===== src/rtl/core/masked_byte_pattern_scan_macros.svh =====
// Assertion macros shared by the scanner RTL.
`ifndef MASKED_BYTE_PATTERN_SCAN_MACROS_SVH
`define MASKED_BYTE_PATTERN_SCAN_MACROS_SVH

// Same-cycle implication, quiet while reset is asserted.
`define MBPS_ASSERT_NOW(label, clk, rst_n, ante, cons) \
    label: assert property (@(posedge clk) disable iff (!rst_n) (ante) |-> (cons)) \
        else $error("mbps assertion failed");

// Next-cycle implication, quiet while reset is asserted.
`define MBPS_ASSERT_NEXT(label, clk, rst_n, ante, cons) \
    label: assert property (@(posedge clk) disable iff (!rst_n) (ante) |=> (cons)) \
        else $error("mbps assertion failed");

`endif


===== src/rtl/core/mbps_pkg.sv =====
package mbps_pkg;

    localparam int CFG_INDEX_W = 3;
    localparam int CFG_DATA_W  = 64;
    localparam int ADDR_W      = 64;
    localparam int POS_W       = 32;
    localparam int PAT_BYTES   = 16;   // bytes held in the pattern registers

    typedef enum logic [CFG_INDEX_W-1:0] {
        REG_REGION_BASE    = 3'd0,
        REG_PATTERN_LOW    = 3'd1,
        REG_PATTERN_HIGH   = 3'd2,
        REG_CARE_MASK      = 3'd3,
        REG_PATTERN_LENGTH = 3'd4,
        REG_RESULT_OFFSET  = 3'd5
    } cfg_reg_t;

    typedef struct packed {
        logic              found;
        logic [ADDR_W-1:0] address;
    } result_t;

endpackage


===== src/rtl/core/masked_byte_pattern_scan.sv =====
// A byte is accepted into the input register; any result it produces is then written to the
// result register and offered on the master side.
// One byte per cycle unless a held result stalls; a byte passes one registered window compare.
// A result held on the master side while m_axis_tready is low stalls the input register.
// Reset (rst_n low, asynchronous) clears handshake state, position, match flag
// and all configuration registers to their documented values.
module masked_byte_pattern_scan #(
    parameter int PATTERN_MAX = 16
) (
    input  logic                                clk,
    input  logic                                rst_n,
    // configuration write channel
    input  logic                                cfg_valid,
    output logic                                cfg_ready,
    input  logic [mbps_pkg::CFG_INDEX_W-1:0]    cfg_index,
    input  logic [mbps_pkg::CFG_DATA_W-1:0]     cfg_data,
    // byte stream in
    input  logic                                s_axis_tvalid,
    output logic                                s_axis_tready,
    input  logic [7:0]                          s_axis_tdata,   // [7:0] data_byte
    input  logic                                s_axis_tlast,   // last_byte
    // result stream out
    output logic                                m_axis_tvalid,
    input  logic                                m_axis_tready,
    output logic [mbps_pkg::ADDR_W-1:0]         m_axis_tdata,   // [63:0] match_address
    output logic [0:0]                          m_axis_tuser    // [0] found
);

    import mbps_pkg::*;

    localparam int WIN_W = PATTERN_MAX * 8;
    localparam int LEN_W = $clog2(PATTERN_MAX + 1);

    // configuration
    logic [ADDR_W-1:0]    region_base_reg;
    logic [63:0]          pattern_low_reg;
    logic [63:0]          pattern_high_reg;
    logic [15:0]          care_mask_reg;
    logic [4:0]           pattern_length_reg;
    logic [31:0]          result_offset_reg;
    logic [ADDR_W-1:0]    base_offset_reg;   // region_base + sign-extended offset

    // input register
    logic                 in_valid_reg;
    logic [7:0]           in_byte_reg;
    logic                 in_last_reg;

    // scan state
    logic [WIN_W-1:0]     window_reg;        // byte 0 is the newest
    logic [WIN_W-1:0]     window_next;
    logic [POS_W-1:0]     pos_reg;
    logic [POS_W-1:0]     pos_next;
    logic                 done_reg;
    logic                 done_next;

    // result register
    logic                 res_valid_reg;
    result_t              res_reg;
    result_t              res_next;
    logic                 res_produce;

    logic                 proceed;
    logic [LEN_W-1:0]     len_eff;
    logic [LEN_W-1:0]     shift_bytes;
    logic [7:0]           pat_bytes [PAT_BYTES];
    logic [WIN_W-1:0]     rev_pat;
    logic [PATTERN_MAX-1:0] rev_care;
    logic [WIN_W-1:0]     align_pat;
    logic [PATTERN_MAX-1:0] align_care;
    logic [PATTERN_MAX-1:0] byte_ok;
    logic                 window_hit;
    logic                 pos_ok;
    logic [POS_W-1:0]     start_pos;

    // ---------------- configuration ----------------
    assign cfg_ready = 1'b1;

    always_ff @(posedge clk or negedge rst_n)
    begin
        if (!rst_n)
        begin
            region_base_reg    <= '0;
            pattern_low_reg    <= '0;
            pattern_high_reg   <= '0;
            care_mask_reg      <= 16'hFFFF;
            pattern_length_reg <= 5'd1;
            result_offset_reg  <= '0;
            base_offset_reg    <= '0;
        end
        else if (cfg_valid && cfg_ready)
        begin
            unique case (cfg_index)
                REG_REGION_BASE:
                begin
                    region_base_reg <= cfg_data;
                    base_offset_reg <= cfg_data
                                     + {{32{result_offset_reg[31]}}, result_offset_reg};
                end
                REG_PATTERN_LOW:    pattern_low_reg    <= cfg_data;
                REG_PATTERN_HIGH:   pattern_high_reg   <= cfg_data;
                REG_CARE_MASK:      care_mask_reg      <= cfg_data[15:0];
                REG_PATTERN_LENGTH: pattern_length_reg <= cfg_data[4:0];
                REG_RESULT_OFFSET:
                begin
                    result_offset_reg <= cfg_data[31:0];
                    base_offset_reg   <= region_base_reg
                                       + {{32{cfg_data[31]}}, cfg_data[31:0]};
                end
                default: ;
            endcase
        end
    end

    // ---------------- pattern alignment ----------------
    always_comb
    begin
        if (pattern_length_reg == 5'd0)
            len_eff = LEN_W'(1);
        else if (32'(pattern_length_reg) > PATTERN_MAX)
            len_eff = LEN_W'(PATTERN_MAX);
        else
            len_eff = LEN_W'(pattern_length_reg);
    end

    assign shift_bytes = LEN_W'(PATTERN_MAX) - len_eff;

    always_comb
    begin
        for (int b = 0; b < 8; b++)
        begin
            pat_bytes[b]     = pattern_low_reg[b*8 +: 8];
            pat_bytes[b + 8] = pattern_high_reg[b*8 +: 8];
        end
    end

    // Reversed pattern: window slot i must equal pattern byte n-1-i, so after
    // reversal a right shift by (PATTERN_MAX - n) bytes lines it up. Slots at
    // or beyond n get care 0 from the zero fill.
    always_comb
    begin
        for (int k = 0; k < PATTERN_MAX; k++)
        begin
            if (PATTERN_MAX - 1 - k < PAT_BYTES)
            begin
                rev_pat[k*8 +: 8] = pat_bytes[4'(PATTERN_MAX - 1 - k)];
                rev_care[k]       = care_mask_reg[4'(PATTERN_MAX - 1 - k)];
            end
            else
            begin
                rev_pat[k*8 +: 8] = 8'h00;
                rev_care[k]       = 1'b0;
            end
        end
    end

    assign align_pat  = rev_pat >> {shift_bytes, 3'b000};
    assign align_care = rev_care >> shift_bytes;

    // ---------------- input register ----------------
    assign proceed       = in_valid_reg && (!res_valid_reg || m_axis_tready);
    assign s_axis_tready = !in_valid_reg || proceed;

    always_ff @(posedge clk or negedge rst_n)
    begin
        if (!rst_n)
            in_valid_reg <= 1'b0;
        else if (s_axis_tready)
            in_valid_reg <= s_axis_tvalid;
    end

    always_ff @(posedge clk)
    begin
        if (s_axis_tvalid && s_axis_tready)
        begin
            in_byte_reg <= s_axis_tdata;
            in_last_reg <= s_axis_tlast;
        end
    end

    // ---------------- window compare ----------------
    assign window_next = WIN_W'({window_reg, in_byte_reg});

    always_comb
    begin
        for (int i = 0; i < PATTERN_MAX; i++)
            byte_ok[i] = !align_care[i] || (window_next[i*8 +: 8] == align_pat[i*8 +: 8]);
    end

    assign window_hit = &byte_ok;
    assign pos_ok     = (pos_reg != '1) && (({1'b0, pos_reg} + 33'd1) >= 33'(len_eff));
    assign start_pos  = pos_reg + 32'd1 - 32'(len_eff);

    always_comb
    begin
        pos_next         = pos_reg;
        done_next        = done_reg;
        res_produce      = 1'b0;
        res_next.found   = 1'b0;
        res_next.address = '0;
        priority if (done_reg)
        begin
            if (in_last_reg)
            begin
                pos_next  = '0;
                done_next = 1'b0;
            end
        end
        else if (pos_ok && window_hit)
        begin
            res_produce      = 1'b1;
            res_next.found   = 1'b1;
            res_next.address = base_offset_reg + ADDR_W'(start_pos);
            pos_next         = in_last_reg ? '0 : pos_reg + 32'd1;
            done_next        = !in_last_reg;
        end
        else if (in_last_reg)
        begin
            res_produce = 1'b1;
            pos_next    = '0;
        end
        else
        begin
            pos_next = (pos_reg == '1) ? pos_reg : pos_reg + 32'd1;
        end
    end

    // Window bytes are only compared once the region has supplied n of them,
    // so the window itself needs no clearing.
    always_ff @(posedge clk)
    begin
        if (proceed && !done_reg)
            window_reg <= window_next;
    end

    always_ff @(posedge clk or negedge rst_n)
    begin
        if (!rst_n)
        begin
            pos_reg  <= '0;
            done_reg <= 1'b0;
        end
        else if (proceed)
        begin
            pos_reg  <= pos_next;
            done_reg <= done_next;
        end
    end

    // ---------------- result register ----------------
    always_ff @(posedge clk or negedge rst_n)
    begin
        if (!rst_n)
            res_valid_reg <= 1'b0;
        else if (proceed && res_produce)
            res_valid_reg <= 1'b1;
        else if (m_axis_tready)
            res_valid_reg <= 1'b0;
    end

    always_ff @(posedge clk)
    begin
        if (proceed && res_produce)
            res_reg <= res_next;
    end

    assign m_axis_tvalid   = res_valid_reg;
    assign m_axis_tdata    = res_reg.address;
    assign m_axis_tuser[0] = res_reg.found;

    // ---------------- assertions ----------------
`include "masked_byte_pattern_scan_macros.svh"

    `MBPS_ASSERT_NOW(a_notfound_zero_addr, clk, rst_n,
                     res_valid_reg && !res_reg.found, res_reg.address == '0)
    `MBPS_ASSERT_NOW(a_done_has_pos, clk, rst_n, done_reg, pos_reg != '0)
    `MBPS_ASSERT_NOW(a_done_silent, clk, rst_n, proceed && done_reg, !res_produce)
    `MBPS_ASSERT_NEXT(a_match_sets_done, clk, rst_n,
                      proceed && !done_reg && pos_ok && window_hit && !in_last_reg, done_reg)
    `MBPS_ASSERT_NEXT(a_stalled_item_kept, clk, rst_n,
                      in_valid_reg && !proceed, in_valid_reg)

endmodule

===== config.mk =====
export PLATFORM = sky130hd
export DESIGN_NAME = masked_byte_pattern_scan
export DESIGN_NICKNAME = d
export VERILOG_FILES = /design/src/rtl/core/mbps_pkg.sv /design/src/rtl/core/masked_byte_pattern_scan.sv
export VERILOG_INCLUDE_DIRS = /design/src /design/src/rtl/core
export SDC_FILE = /design/constraint.sdc
export NUM_CORES = 1
export LEC_CHECK = 0
export BUFFER_PORTS_ARGS = -buffer_cell sky130_fd_sc_hd__buf_2
export CAP_MARGIN = 10
export CELL_PAD_IN_SITES_DETAIL_PLACEMENT = 0
export CELL_PAD_IN_SITES_GLOBAL_PLACEMENT = 1
export CORE_MARGIN = 5
export CORE_UTILIZATION = 44
export DETAILED_ROUTE_END_ITERATION = 10
export GPL_TIMING_DRIVEN = 0
export PLACE_DENSITY_LB_ADDON = 0.25
export SETUP_SLACK_MARGIN = 0.05
export SYNTH_ARGS = -nofsm -noshare
export SYNTH_HDL_FRONTEND = slang
export SYNTH_SLANG_ARGS = --single-unit

===== constraint.sdc =====
create_clock -name clk -period 7.2 [get_ports clk]
set_input_delay 1.44 -clock clk [delete_from_list [all_inputs] [get_ports clk]]
set_output_delay 1.44 -clock clk [all_outputs]
set_load 0.05 [all_outputs]

# Yosys cells after proc, flatten, opt, wreduce, memory -nomap -nowiden
# Index checks and enable logic that the tools add are counted.
# word_totals
ff_bits	466
latch_bits	0
ram_bits	0
romBits	0
in_bits	81
elab_cells	126
mem_count	0
# op_classes
add_sub_neg	7
n_mul	0
n_div	0
magnitude_cmp	2
n_eq_ne	24
shifts	2
mux	18
bitwise_logic	1
n_reduce_logical	57
# op_table
operator	n
32-bit 2-to-1 mux	6
64-bit adder	2
8-bit == test	16
64-bit one-hot mux with 2 select lines	1
128-bit by 8-bit >> shifter with 128-bit output	1
65-bit 2-to-1 mux	1
64-bit by 32-bit adder with 64-bit output	1
32-bit by 1-bit adder with 33-bit output, second input constant	1
33-bit by 5-bit >= comparator with 1-bit output	1
32-bit by 1-bit adder with 32-bit output, second input constant	1
32-bit == test, second input constant	1
32-bit != test, second input constant	1
32-bit by 5-bit subtractor with 32-bit output	1
1-bit logical NOT	20
1-bit logical OR	18
16-bit AND reduction	1
16-bit by 5-bit >> shifter with 16-bit output	1
2-bit AND reduction	6
5-bit 2-to-1 mux	2
1-bit 2-to-1 mux	8
3-bit == test, second input constant	2
1-bit logical AND	6
5-bit > comparator, second input constant	1
5-bit logical NOT	1
10 further kinds	11

# Depth between registers and ports, before layout
# logic_depth
ltp_word	13
mapped_depth	34
mapped_depth_nobuf	27

# Least setup slack after synthesis
# OpenSTA, ideal clock, no wires.
# synth_timing
path_kind	input-to-reg
startpoint	input port m_axis_tready
endpoint	register res_reg (netlist bit m_axis_tdata[0]), enable pin
setup_time_ns	0.428
arrival_ns	8.582
slack_ns	-1.809
path_stages	4
n_path_buf	0
cell_sequence	nand2b_1 > nand2_1 > nor2_1 > o21a_1
# synth_between
elab_chain_len	3
# synth_lines
element	line	text
start, declared	masked_byte_pattern_scan.sv:24	input logic m_axis_tready,
1-bit logical OR	masked_byte_pattern_scan.sv:160	assign proceed = in_valid_reg && (!res_valid_reg || m_axis_tready);
1-bit logical AND	masked_byte_pattern_scan.sv:160	
1-bit logical AND	masked_byte_pattern_scan.sv:262	if (proceed && res_produce)
end signal, assigned	masked_byte_pattern_scan.sv:263	res_reg <= res_next;
end, declared	masked_byte_pattern_scan.sv:58	result_t res_reg;
# No other way between the ends.
# A chain may end at the register's enable or synchronous reset.

# Worst setup path after layout
# layout_timing
startpoint	register pattern_length_reg[3]
endpoint	register res_reg (netlist bit m_axis_tdata[36]), data pin
# layout_between
elab_chain_len	11
elab_cells_between_ends	63
cone_classes	3 x add/sub; 2 x order compare; 16 x eq/ne; 2 x shift; 2 x mux; 1 x bitwise; 37 x reduce/logical
# layout_lines
element	line	text
start, declared	masked_byte_pattern_scan.sv:39	logic [4:0] pattern_length_reg;
start signal, assigned	masked_byte_pattern_scan.sv:102	REG_PATTERN_LENGTH: pattern_length_reg <= cfg_data[4:0];
5-bit > comparator	masked_byte_pattern_scan.sv:119	else if (32'(pattern_length_reg) > PATTERN_MAX)
5-bit 2-to-1 mux	masked_byte_pattern_scan.sv:119	
5-bit 2-to-1 mux *	masked_byte_pattern_scan.sv:117	if (pattern_length_reg == 5'd0)
5-bit subtractor	masked_byte_pattern_scan.sv:125	assign shift_bytes = LEN_W'(PATTERN_MAX) - len_eff;
128-bit by 8-bit >> shifter with 128-bit output / 16-bit by 5-bit >> shifter with 16-bit output (equally long branches)	masked_byte_pattern_scan.sv:156, masked_byte_pattern_scan.sv:157	
8-bit == test / 1-bit logical NOT (equally long branches)	masked_byte_pattern_scan.sv:186	byte_ok[i] = !align_care[i] || (window_next[i*8 +: 8] == align_pat[i*8 +: 8]);
1-bit logical OR	masked_byte_pattern_scan.sv:186	
16-bit AND reduction	masked_byte_pattern_scan.sv:189	assign window_hit = &byte_ok;
1-bit logical AND	masked_byte_pattern_scan.sv:208	else if (pos_ok && window_hit)
1-bit NOT (no line)	--	
2-bit OR reduction (no line)	--	
# Mark *: on every way between the ends. The rest lies on a longest branch, timed or not.

==> metrics.yaml <==
outcome: "finished clean"
stdcell_area_mm2: 0.0396
synth_top_area_share_pct: 19.1
drc: 0
drt-total-wl_mm: 145
power.total_mw: 16.5
ys_seq_area_share_pct: 36.6
cts_max_level: 2
numPortBuffers: 147
place_worst_setup_slack_ns: -2.15
grt_pass1_wl_mm: 209
fp-row-count: 102
r2r_cells: 23
routed_via_density: 6.31
hold_depth: 0
clk_latency_ns: 0.63
synth.most_common_cell: "nand2_1"
drtIter0Drc: 3558
die_h_um: 290
cp_max_fo: 10
nets: 4450
syn-cell-area_mm2: 0.0345
synth_edf_count: 194
fin_crit_sh_pct: 99.6
core_mm2: 0.0776
hpwlAfterDp_mm: 112
synth.area.top_cells: "dfrtp_1 19%, edfxtp_1 17%, nand2_1 6.3%"
cts_buffers: 55
fin_tns_setup_ns: 0
fp.dieArea_mm2: 0.0841
die_w_um: 290
drv_cap: 0
rsz0062_at_grt: "false"
final_antenna_net_count: 0
drtPass1Iterations: 6
cp-endpoint: "m_axis_tdata[36]"
r2r_end: "m_axis_tdata[36]"
placed_cell_area_mm2: 0.0368
grt_max_degree: 94
timing.final.hold_violations: 0
worstSetupPathType: "flop to flop"
endpoint_kind: "flop"
place.gp.congestion: 1.07
hold_start: "window_reg[15]"
clock-sinks: 466
hp-class: "flop to flop"
hold_buffers: 0
worstReg2RegStart: "pattern_length_reg[3]"
holdWs_ns: 0.444
clock_path_buffers: 3
regToRegSetupSlack_ns: 0.03
cts_tree: "built"
fin_ws_ns: 0.0300
start_kind: "flop"
worst_slew_pin_slew_ns: 1.38
crit_start: "pattern_length_reg[3]"
skew_ns: 0.0283
worstPathRequired_ns: 7.68
power.density_mw_per_mm2: 417
min_period_ns: 7.17
track_usage_pct: 32.7
syn_to_final_growth_pct: 14.9
fmax_ghz: 0.139
p_leak_nw: 16.6
ys_top_cells_by_count: "576 x nand2_1, 270 x a21oi_1, 263 x dfrtp_1"
yosysWarnings: 0
synth_cells: 3950
synth_seq_cells: 466
grt_pass1_vias: 31000
synth_cell_types: 96
finalSetupViolCount: 0
cts.clk_slew.worst_paths_ns: 0.06
max_slew_margin_pct: 6.99
root_buffer: "clkbuf_16"
largest_reg_flops: 120
worstPathArrival_ns: 7.65
overflow: 0
report.final.slew_viol_count: 0
final_layout_size_suffix_gt1_share_pct: 13.1
nFillCells: 7539
synth_top_area_cell: "dfrtp_1"
syn_nets: 4202
wl_per_cell_um: 27.3
vias: 33400
avgSynthCellArea_um2: 8.73
async_flop_share_pct: 58.4
io_pins: 149
synth_ff_type: "dfrtp_1"
vdd_drop_max_mv: 0.205
initial_utilization_pct: 44.5
antenna_found_initial: 8
==> placed cells by master (no fill, tap or decap), drive strengths merged, types with 41 or more instances in the layout <==
master | Yosys | layout
mux2 | 63 | 63
inv | 100 | 101
a21oi | 270 | 270
nand4 | 52 | 52
ha | 167 | 167
a31oi | 59 | 59
edfxtp | 194 | 194
xor2 | 89 | 89
a211oi | 64 | 64
o211ai | 41 | 41
and2 | 93 | 93
nand2b | 78 | 78
dfrtp | 263 | 263
buf | 64 | 253
nand2 | 578 | 578
o21ai | 247 | 247
nor2 | 227 | 227
nand3 | 138 | 138
xnor2 | 174 | 174
and3 | 57 | 57
nor3 | 66 | 66
a21o | 113 | 113
clkbuf | 146 | 210
a22oi | 43 | 43
==> through the flow <==
| stage | util [%] | instances |
|---|---|---|
| after floorplan | - | 3950 |
| after global placement | 47.1 | 5137 |
| after detailed placement | 47.5 | 5154 |
| after CTS | 50.7 | 5262 |
| after global routing | 51.1 | 5283 |
| final | 51.1 | 5288 |
==> worst min path at each step <==
stage,end,slack [ns]
after detailed placement,window_reg[16],0.44
after CTS,window_reg[23],0.45
after global placement,window_reg[19],0.43
after global routing,window_reg[16],0.47
final,window_reg[23],0.44
after floorplan,window_reg[16],0.43
==> what timing repair did <==
item,in CTS,in global routing
pin swaps,11,18
setup endpoints to repair,132,129
buffers inserted,8,21
gates resized for setup,107,36
==> area by class of cell <==
| class | instances | area (um^2) | area share (%) |
|---|---|---|---|
| Multi-Input combinational cell | 3173 | 21100 | 53.2 |
| Clock buffer | 64 | 1470 | 3.71 |
| Buffer | 207 | 968 | 2.44 |
| Timing Repair Buffer | 194 | 1220 | 3.07 |
| Antenna cell | 5 | 12.5 | 0.0316 |
| Sequential cell | 466 | 12600 | 31.9 |
| Tap cell | 1040 | 1300 | 3.28 |
| Inverter | 101 | 383 | 0.966 |
| Clock inverter | 38 | 538 | 1.36 |
==> cells by family (layout without fill, tap and decap cells) <==
family	count (synthesis)	in the layout	share of synthesized area, %
AND/OR/NAND/NOR	1471	1471	20.7
AO/OA/AOI/OAI	1160	1160	22.0
flip-flops	466	466	36.6
buffers and inverters	311	604	3.70
XOR/XNOR	263	263	6.68
adder cells (fa/ha/maj)	171	171	6.29
multiplexers	107	107	3.92
other	1	6	0.0109
==> worst max-delay path, cell delays in order, from the launching register on <==
cell	delay, ns
dfrtp_1	0.36
buf_4	0.19
or4_1	0.41
buf_4	0.18
buf_6	0.16
nand2_8	0.11
clkinvlp_4	0.17
ha_1	0.25
clkbuf_1	0.27
nor4b_1	0.41
a31o_2	0.48
clkbuf_1	0.68
clkbuf_2	0.47
a221oi_2	0.18
xnor2_1	0.23
nor4_2	0.49
a221oi_1	0.18
o21ai_2	0.35
o31ai_1	0.24
nor4_4	0.30
buf_4	0.22
buf_4	0.24
buf_6	0.22
a21boi_2	0.19
==> metal layers <==
layer	routed length, um	vias up	global-route usage, %
met4	8550	2	15.3
met5	7	-	0
met2	61700	1615	49.3
met1	61000	16200	45.3
li1	-	15100	-
met3	13300	386	6.62
==> power by group <==
part / switching [mW] / leakage (nW) / internal (mW)
sequential: 0.764 / 5.21 / 3.48
clock: 1.22 / 0.967 / 1.90
combinational: 5.84 / 10.4 / 3.35
Note: power is estimated with default switching activity, not from simulation.
